**src/bba_pkg.sv**
```systemverilog
// Shared types, constants and helper functions for the bitmap block allocator.
package bba_pkg;

  localparam int BITMAP_BYTES = 1024;
  localparam int ADDR_W       = (BITMAP_BYTES > 1) ? $clog2(BITMAP_BYTES) : 1;
  localparam int BLK_W        = 13;
  localparam int TOTAL_W      = 14;
  localparam int BYTE_W       = 8;
  localparam int BIT_W        = 3;
  localparam int APB_AW       = 3;
  localparam int APB_DW       = 32;

  localparam logic [ADDR_W-1:0]  LAST_ADDR   = ADDR_W'(BITMAP_BYTES - 1);
  localparam logic [BYTE_W-1:0]  BYTE_FULL   = 8'hFF;
  localparam logic [TOTAL_W-1:0] TOTAL_RESET = 14'd8192;
  localparam logic [APB_AW-1:0]  REG_TOTAL_BLOCKS = 3'd0;

  typedef enum logic {
    MODE_ALLOC = 1'b0,
    MODE_FREE  = 1'b1
  } mode_t;

  typedef enum logic [1:0] {
    ST_ALLOCATED = 2'd0,
    ST_NONE_FREE = 2'd1,
    ST_FREED     = 2'd2,
    ST_IGNORED   = 2'd3
  } status_t;

  typedef enum logic [2:0] {
    S_CLEAR,
    S_IDLE,
    S_SCAN,
    S_FWR,
    S_DONE
  } state_t;

  typedef struct packed {
    logic                mode;
    logic [BLK_W-1:0]    block_number;
  } in_item_t;

  typedef struct packed {
    logic [1:0]          status;
    logic [BLK_W-1:0]    block_out;
  } out_item_t;

  typedef struct packed {
    logic                we;
    logic [ADDR_W-1:0]   waddr;
    logic [BYTE_W-1:0]   wdata;
    logic [ADDR_W-1:0]   raddr;
  } ram_req_t;

  // Position of the lowest clear bit of a byte that is not full.
  function automatic logic [BIT_W-1:0] lowest_clear(input logic [BYTE_W-1:0] b);
    logic [BIT_W-1:0] pos;
    pos = '0;
    for (int i = BYTE_W - 1; i >= 0; i--) begin
      if (!b[i]) pos = BIT_W'(i);
    end
    return pos;
  endfunction

endpackage

```
**src/bba_ctrl.sv**
```systemverilog
// Sequencer: clearing pass, first-fit byte scan and free read-modify-write.
module bba_ctrl import bba_pkg::*; (
  input  logic                clk,
  input  logic                rst_n,
  input  logic                in_valid,
  output logic                in_ready,
  input  in_item_t            in_data,
  input  logic [TOTAL_W-1:0]  total_blocks,
  output logic                res_valid,
  input  logic                res_ready,
  output out_item_t           res,
  output ram_req_t            ram_req,
  input  logic [BYTE_W-1:0]   ram_rdata
);

  state_t             state_r, state_nxt;
  logic [ADDR_W-1:0]  idx_r, idx_nxt;
  logic               issue_done_r, issue_done_nxt;
  logic               chk_vld_r, chk_vld_nxt;
  logic [ADDR_W-1:0]  chk_addr_r, chk_addr_nxt;
  logic [BLK_W-1:0]   blk_r, blk_nxt;
  out_item_t          res_r, res_nxt;

  logic               accept;
  logic               found;
  logic               scan_end;
  logic               out_of_range;
  logic [BIT_W-1:0]   free_pos;
  logic [BIT_W-1:0]   blk_bit;

  assign accept   = in_valid && in_ready;
  assign found    = chk_vld_r && (ram_rdata != BYTE_FULL);
  assign scan_end = chk_vld_r && (chk_addr_r == LAST_ADDR) && !found;
  assign free_pos = lowest_clear(ram_rdata);
  assign blk_bit  = blk_r[BIT_W-1:0];
  assign out_of_range = ({1'b0, in_data.block_number} >= total_blocks) ||
                        ((32'(in_data.block_number) >> BIT_W) >= 32'(BITMAP_BYTES));

  // next state
  always_comb begin
    state_nxt = state_r;
    case (state_r)
      S_CLEAR: if (idx_r == LAST_ADDR) state_nxt = S_IDLE;
      S_IDLE: begin
        if (accept) begin
          if (in_data.mode == MODE_ALLOC) state_nxt = S_SCAN;
          else if (out_of_range)          state_nxt = S_DONE;
          else                            state_nxt = S_FWR;
        end
      end
      S_SCAN:  if (found || scan_end) state_nxt = S_DONE;
      S_FWR:   state_nxt = S_DONE;
      S_DONE:  if (res_ready) state_nxt = S_IDLE;
      default: state_nxt = S_IDLE;
    endcase
  end

  // outputs
  always_comb begin
    in_ready      = 1'b0;
    res_valid     = 1'b0;
    ram_req.we    = 1'b0;
    ram_req.waddr = chk_addr_r;
    ram_req.wdata = ram_rdata | (BYTE_W'(1) << free_pos);
    ram_req.raddr = idx_r;
    case (state_r)
      S_CLEAR: begin
        ram_req.we    = 1'b1;
        ram_req.waddr = idx_r;
        ram_req.wdata = '0;
      end
      S_IDLE: begin
        in_ready      = 1'b1;
        ram_req.raddr = ADDR_W'(32'(in_data.block_number) >> BIT_W);
      end
      S_SCAN:  ram_req.we = found;
      S_FWR: begin
        ram_req.we    = 1'b1;
        ram_req.waddr = ADDR_W'(32'(blk_r) >> BIT_W);
        ram_req.wdata = ram_rdata & ~(BYTE_W'(1) << blk_bit);
      end
      S_DONE:  res_valid = 1'b1;
      default: ;
    endcase
  end

  // datapath
  always_comb begin
    idx_nxt        = idx_r;
    issue_done_nxt = issue_done_r;
    chk_vld_nxt    = 1'b0;
    chk_addr_nxt   = chk_addr_r;
    blk_nxt        = blk_r;
    res_nxt        = res_r;
    case (state_r)
      S_CLEAR: idx_nxt = idx_r + 1'b1;
      S_IDLE: begin
        idx_nxt        = '0;
        issue_done_nxt = 1'b0;
        blk_nxt        = in_data.block_number;
        res_nxt.status    = ST_IGNORED;
        res_nxt.block_out = '0;
      end
      S_SCAN: begin
        // one byte read issued per cycle, checked the cycle after
        if (!issue_done_r) begin
          chk_vld_nxt    = 1'b1;
          chk_addr_nxt   = idx_r;
          idx_nxt        = idx_r + 1'b1;
          issue_done_nxt = (idx_r == LAST_ADDR);
        end
        if (found) begin
          res_nxt.status    = ST_ALLOCATED;
          res_nxt.block_out = BLK_W'({chk_addr_r, free_pos});
        end else if (scan_end) begin
          res_nxt.status    = ST_NONE_FREE;
          res_nxt.block_out = '0;
        end
      end
      S_FWR: begin
        res_nxt.status    = ST_FREED;
        res_nxt.block_out = blk_r;
      end
      default: ;
    endcase
  end

  assign res = res_r;

  always_ff @(posedge clk) begin
    if (!rst_n) begin
      state_r      <= S_CLEAR;
      idx_r        <= '0;
      issue_done_r <= 1'b0;
      chk_vld_r    <= 1'b0;
    end else begin
      state_r      <= state_nxt;
      idx_r        <= idx_nxt;
      issue_done_r <= issue_done_nxt;
      chk_vld_r    <= chk_vld_nxt;
    end
  end

  always_ff @(posedge clk) begin
    chk_addr_r <= chk_addr_nxt;
    blk_r      <= blk_nxt;
    res_r      <= res_nxt;
  end

  a_idle_no_write: assert property (@(posedge clk) disable iff (!rst_n)
    (state_r == S_IDLE) |-> !ram_req.we)
    else $error("bitmap written while idle");

  a_clear_ends: assert property (@(posedge clk) disable iff (!rst_n)
    (state_r == S_CLEAR && idx_r == LAST_ADDR) |=> (state_r == S_IDLE))
    else $error("clearing pass did not end at the last byte");

  a_alloc_one_bit: assert property (@(posedge clk) disable iff (!rst_n)
    (state_r == S_SCAN && found) |-> $onehot(ram_req.wdata ^ ram_rdata))
    else $error("allocation changed other than one bit");

  a_free_one_bit: assert property (@(posedge clk) disable iff (!rst_n)
    (state_r == S_FWR) |-> ($countones(ram_req.wdata ^ ram_rdata) <= 1))
    else $error("free changed more than one bit");

endmodule
```
**config.mk**
```make
export PLATFORM = sky130hd
export DESIGN_NAME = bba_ctrl
export DESIGN_NICKNAME = d
export VERILOG_FILES = /design/src/bba_pkg.sv /design/src/bba_ctrl.sv
export SDC_FILE = /design/constraint.sdc
export NUM_CORES = 1
export LEC_CHECK = 0
export ABC_AREA = 1
export CAP_MARGIN = 20
export CORE_ASPECT_RATIO = 1.2
export CORE_MARGIN = 1.5
export CORE_UTILIZATION = 40
export CTS_CLUSTER_DIAMETER = 120
export DETAILED_ROUTE_END_ITERATION = 7
export DONT_BUFFER_PORTS = 1
export GPL_ROUTABILITY_DRIVEN = 0
export PLACE_DENSITY = 0.66
export SLEW_MARGIN = 5
export SYNTH_ARGS = -nofsm -noshare
export SYNTH_HDL_FRONTEND = slang
export SYNTH_SLANG_ARGS = --single-unit
```
**constraint.sdc**
```tcl
create_clock -name clk -period 1.87 [get_ports clk]
set_input_delay 0.0935 -clock clk [delete_from_list [all_inputs] [get_ports clk]]
set_output_delay 0.0935 -clock clk [all_outputs]
set_load 0.02 [all_outputs]
```
---- Word-level counts from Yosys, hierarchy flattened ----
Index checks and enable logic that the tools add are counted.
word-level totals
  flip-flop bits (word level) ............. 53
  input bits .............................. 40
  memories ................................ 0
  logic and storage cells ................. 75
  output and inout bits ................... 46
  ROM bits ................................ 0
  bits in latches ......................... 0
  RAM bits ................................ 0
operators by class
  multiply operators ...................... 0
  equality and inequality tests ........... 13
  magnitude comparators ................... 2
  div/mod/pow operators ................... 0
  add/sub/neg operators ................... 1
  muxes and demuxes ....................... 28
  bitwise gates (word level) .............. 4
  reductions and logical operators ........ 17
  shifts and indexed selects .............. 2
operators by type and width
  operator               number
  $pmux 15 s3            1
  $mux 3                 14
  $pmux 18 s2            1
  $mux 15                2
  $pmux 10 s3            1
  $eq 10x10->1 const B   2
  $mux 10                2
  $shl 1x3->8 const A    2
  $pmux 3 s5             1
  $ge 13x14->1           1
  $ge 10x11->1 const B   1
  $add 10x1->10 const B  1
  $ne 2x2->1 const B     5
  $and 8x8->8            1
  $ne 8x8->1 const B     1
  $not 8->8              1
  $or 8x8->8             1
  $reduce_and 2->1       4
  $eq 3x2->1 const B     2
  $reduce_bool 3->1      2
  $logic_and 1x1->1      4
  $mux 1                 4
  $pmux 1 s2             2
  $reduce_and 4->1       1
  other kinds (9)        10

---- Logic depth before layout (Yosys ltp) ----
  depth in word-level cells ............... 11
  depth in mapped cells ................... 12
  depth with buffers taken out ............ 12

---- Worst setup path before layout ----
Ideal clock, no wire load.
  path kind ............................... register to output
  from .................................... reg state_r[1]
  to ...................................... out ram_req[1] in the netlist's numbering
  data arrival time ....................... 1,470 ps
  cell stages (with the launch flop) ...... 6
  path slack .............................. 306 ps
  path buffers ............................ 1
  required time ........................... 1,776 ps
  cells stage by stage .................... dfxtp_1 inv_1 nand3_2 inv_2 buf_2 o21ai_0
RTL lines
  what                    RTL line         RTL
  start, declared         bba_ctrl.sv:16   state_t state_r, state_nxt;
  start signal, assigned  bba_ctrl.sv:137  state_r <= state_nxt;
  end, declared           bba_ctrl.sv:12   output ram_req_t ram_req,

==> qor.log <==
INFO  global_route   grt.total_usage=20.0%
INFO  power          power.total=0.00547W
INFO  route          first_pass_iters=8
INFO  clocking       clk_transition_reported_paths=0.10ns
INFO  cells_and_area antenna-diode-count=0
INFO  route          dr.first_iter.drc_count=223
INFO  synthesis      synth_adder_area_share=5.46%
INFO  timing         layout_setup_ws=0.103ns
INFO  synthesis      synth.lib_cells_used.distinct=42
INFO  clocking       htree_levels=2
INFO  place          placement.io_buffers=0
INFO  timing         max_slew.worst_pin.slew=0.688ns
INFO  power          power_internal=0.00280W
INFO  timing         finalCriticalPeriod=1.77ns
INFO  worst_setup_path endpoint_type_of_the_worst_setup_path=output pin
INFO  die            design.portCount=86
INFO  route          wl=8.29mm
INFO  power          p_seq_share=38.0%
INFO  route          drt-vias-per-instance=5.52
INFO  global_route   grt_max_degree=32
INFO  die            floorplan.initialDensity=41.4%
INFO  timing         fin_skew=0.0129ns
INFO  global_route   grt.met1_usage=24.3%
INFO  timing         timing.final.max_slew_violations=0
INFO  timing         rsz0062_at_grt=yes
INFO  synthesis      yosys_most_used_dff=sky130_fd_sc_hd__edfxtp_1
INFO  synthesis      muxShareOfSynthArea=0%
INFO  cells_and_area multiInputGateArea=1460um^2
INFO  min_path       min_from=in_data[13]
INFO  power          p_sw=0.00266W
INFO  synthesis      yosys.area_share.xor_xnor=0.273%
INFO  synthesis      postSynthNetCount=425
INFO  synthesis      synth-seq-area-share=44.9%
INFO  timing         fin_tns_setup=0ns
INFO  cells_and_area area_growth_syn_to_layout=14.7%
INFO  die            floorplan.die_area=8580um^2
INFO  worst_setup_path crit_path_start_kind=flop
INFO  timing         setup_violations=0
INFO  timing         slew-limit-headroom=53.6%
INFO  timing         final_min_period_over_clock_period=94.5%
INFO  global_route   top_usage_layer=met2
INFO  worst_setup_path critPathMaxFanout=19
INFO  clocking       clock_latency=0.31ns
INFO  clocking       cts_tree=built
INFO  synthesis      synth_simple_gate_area_share=22.6%
INFO  die            chipWidth=84.8um
INFO  worst_setup_path timing.rr.end=state_r[2]
INFO  synthesis      synth_edf_count=38
INFO  clocking       cts-buffers-inserted=5
INFO  flow_run       cap_viol_max_count=0
INFO  power          power.density_cell_area=1480nW/um^2
INFO  timing         final_hold_viol_count=0
INFO  clocking       cts.sinks=53
INFO  route          antenna_left=0
INFO  global_route   antenna_found_initial=0
INFO  power          pwr-share-comb=49.4%
INFO  cells_and_area drive_gt1_share=17.3%
INFO  die            floorplan.die.height=101um
INFO  global_route   global_route.usage.met2=36.7%
INFO  worst_setup_path timing.critical_path.arrival=1.67ns
INFO  clocking       cts.path.max_buffers=2
INFO  outcome        status=complete, but fails checks
INFO  synthesis      dominant_combinational_cell_family_by_area_after_synthesis=simple AND/OR/NAND/NOR gates
INFO  timing         max_freq=566MHz
INFO  worst_setup_path worst_r2r_startpoint=idx_r[0]
INFO  worst_setup_path crit_required=1.78ns
INFO  outcome        failed_checks=design-rule violations
INFO  place          placement.setup.worst_slack=0.239ns
INFO  route          drt-wirelength-per-cell=16.7um
INFO  worst_setup_path timing.reg2reg.setup_slack=0.31ns
INFO  global_route   groute.layer.met3.usage=2.28%
INFO  power          power_leakage=1.51nW
INFO  worst_setup_path crit_type=flop to output pin
INFO  worst_setup_path crit_path_start=state_r[2]
INFO  route          vias=2,737
INFO  synthesis      synth_seq_cells=53
INFO  synthesis      syn-instance-count=371
INFO  worst_setup_path ff2ff_path_depth=8
INFO  synthesis      synth-warning-count=0
INFO  clocking       ctsRootBufferMaster=sky130_fd_sc_hd__clkbuf_8
INFO  cells_and_area regArea=1450um^2
INFO  synthesis      syn_area=3210um^2
INFO  synthesis      syn_area_per_cell=8.65um^2
INFO  power          clockPowerShare=12.6%
INFO  min_path       worst_hold_path_type=input port to flop
INFO  synthesis      postSynth.asyncResetShare=0%
INFO  min_path       holdPathStages=4
INFO  global_route   grt_pass1_wl=13.4mm
INFO  global_route   grt_pass1_vias=2,737
INFO  global_route   grt.overflow.total=0
INFO  place          dp_hpwl=6.39mm
INFO  die            floorplan.rows=35
INFO  cells_and_area num-fill-cells=732
INFO  power          vdd_ir_drop_max=0.418mV
INFO  cells_and_area nets=457
INFO  route          remaining_drc_errors=5
INFO  power          netSwitchingFraction=48.8%
INFO  die            core-area=7750um^2
INFO  min_path       worst_hold_path.endpoint=state_r[2]
INFO  synthesis      synth-compound-area-share=16.5%
## cells in the mapped netlist (6+ instances only)
| cell type | count | area [um^2] |
|---|---|---|
| sky130_fd_sc_hd__o21ai_0 | 16 | 80.1 |
| sky130_fd_sc_hd__dfxtp_1 | 15 | 300 |
| sky130_fd_sc_hd__ha_1 | 14 | 175 |
| sky130_fd_sc_hd__a21oi_1 | 16 | 80.1 |
| sky130_fd_sc_hd__inv_1 | 64 | 240 |
| sky130_fd_sc_hd__nand4_1 | 8 | 50.1 |
| sky130_fd_sc_hd__nor2_1 | 27 | 101 |
| sky130_fd_sc_hd__nor3_1 | 8 | 40.0 |
| sky130_fd_sc_hd__nand2_1 | 75 | 282 |
| sky130_fd_sc_hd__nand2_2 | 7 | 43.8 |
| sky130_fd_sc_hd__o221ai_2 | 6 | 90.1 |
| sky130_fd_sc_hd__o22ai_1 | 9 | 56.3 |
| sky130_fd_sc_hd__nand3_1 | 10 | 50.1 |
| sky130_fd_sc_hd__edfxtp_1 | 38 | 1140 |
## worst max path at each step
stage / end / slack (ns) / cells after the start
after floorplan: ram_req[1] / 0.31 / 5
after global placement: ram_req[17] / 0.30 / 8
after detailed placement: ram_req[17] / 0.24 / 8
after CTS: ram_req[14] / 0.0001 / 9
after global routing: ram_req[15] / 0.004 / 6
final: ram_req[17] / 0.10 / 9
## power by group through the flow
stage	clock [W]	sequential, W	combinational, W
after global placement	0	0.00208	0.00252
after CTS	0.000690	0.00207	0.00267
final	0.000687	0.00208	0.00270
after floorplan	0	0.00204	0.00202
after detailed placement	0	0.00209	0.00256
after global routing	0.000739	0.00212	0.00292
## kinds of logic (layout without fill, tap and decap cells)
family,Yosys count,in the layout
buffers and inverters,77,110
AOI/OAI and AO/OA,75,75
DFF,53,53
adders and majority gates,14,14
xor gates and xnor gates,1,1
and+or+nand+nor,151,151
## what timing repair did
item                                   CTS  global route
buffers inserted                         2             1
gates cloned                             0             0
hold buffers                            15             0
resized for setup                        2             7
endpoints found under the hold margin   21             0
setup endpoints to repair                7            10
pin swaps                                2             2
## routing by layer
layer / share of wire (%) / wire, um
met1: 40 / 3290
met2: 52 / 4270
met3: 6.5 / 536
met4: 2.3 / 191
met5: 0 / 0
## critical path: stages, from the launching register on
cell and delay (ns):
sky130_fd_sc_hd__dfxtp_2 0.36, sky130_fd_sc_hd__inv_4 0.09, sky130_fd_sc_hd__nand2_4 0.08, sky130_fd_sc_hd__nor2_8 0.15
sky130_fd_sc_hd__inv_6 0.09, sky130_fd_sc_hd__nand2_8 0.14, sky130_fd_sc_hd__inv_4 0.07, sky130_fd_sc_hd__a31oi_1 0.15
sky130_fd_sc_hd__a21oi_1 0.06, sky130_fd_sc_hd__buf_4 0.15
## through the flow
stage	util (%)	hold WS, ns	area [um^2]	instances
CTS	47.2	0.0368	3660	495
floorplan	-	0.192	3210	371
global route	47.5	0.0389	3680	496
detailed placement	43.7	0.192	3390	470
global placement	43.7	0.192	3390	470
finish	47.5	0.0338	3680	496
## layout by cell type (no fill, tap or decap), types with 4 or more instances in the layout
master                          Yosys  layout
sky130_fd_sc_hd__o21ai_0           16      16
sky130_fd_sc_hd__nand3_1           10       9
sky130_fd_sc_hd__a21oi_2            3       4
sky130_fd_sc_hd__ha_1              14      14
sky130_fd_sc_hd__edfxtp_1          38      38
sky130_fd_sc_hd__nand2_1           75      75
sky130_fd_sc_hd__nand3_2            3       4
sky130_fd_sc_hd__dfxtp_1           15      12
sky130_fd_sc_hd__o21ai_1            4       4
sky130_fd_sc_hd__buf_4              0      15
sky130_fd_sc_hd__a31oi_1            4       4
sky130_fd_sc_hd__o221ai_1           4       4
sky130_fd_sc_hd__nor3_1             8       8
sky130_fd_sc_hd__nor2_1            27      27
sky130_fd_sc_hd__clkbuf_8           0       6
sky130_fd_sc_hd__nand4_1            8       8
sky130_fd_sc_hd__inv_1             64      63
sky130_fd_sc_hd__o22ai_1            9       9
sky130_fd_sc_hd__a21oi_1           16      15
sky130_fd_sc_hd__dlygate4sd3_1      0      15
sky130_fd_sc_hd__nand2_2            7       7
sky130_fd_sc_hd__o31ai_1            4       4
sky130_fd_sc_hd__o221ai_2           6       6
## registers in the layout, summed over array words and instances (netlist names)
signal and flops:
blk_r 13, chk_addr_r 10, chk_vld_r 1, idx_r 10, issue_done_r 1, res 15
state_r 3
## layout make-up
type	count	area share (%)
tap	92	3.13
multi-input combinational	241	39.6
clock buffer	6	2.24
inverter	71	7.78
timing repair buffer	31	7.68
sequential	53	39.2
clock inverter	2	0.374
Power figures use the tool's default switching activity.
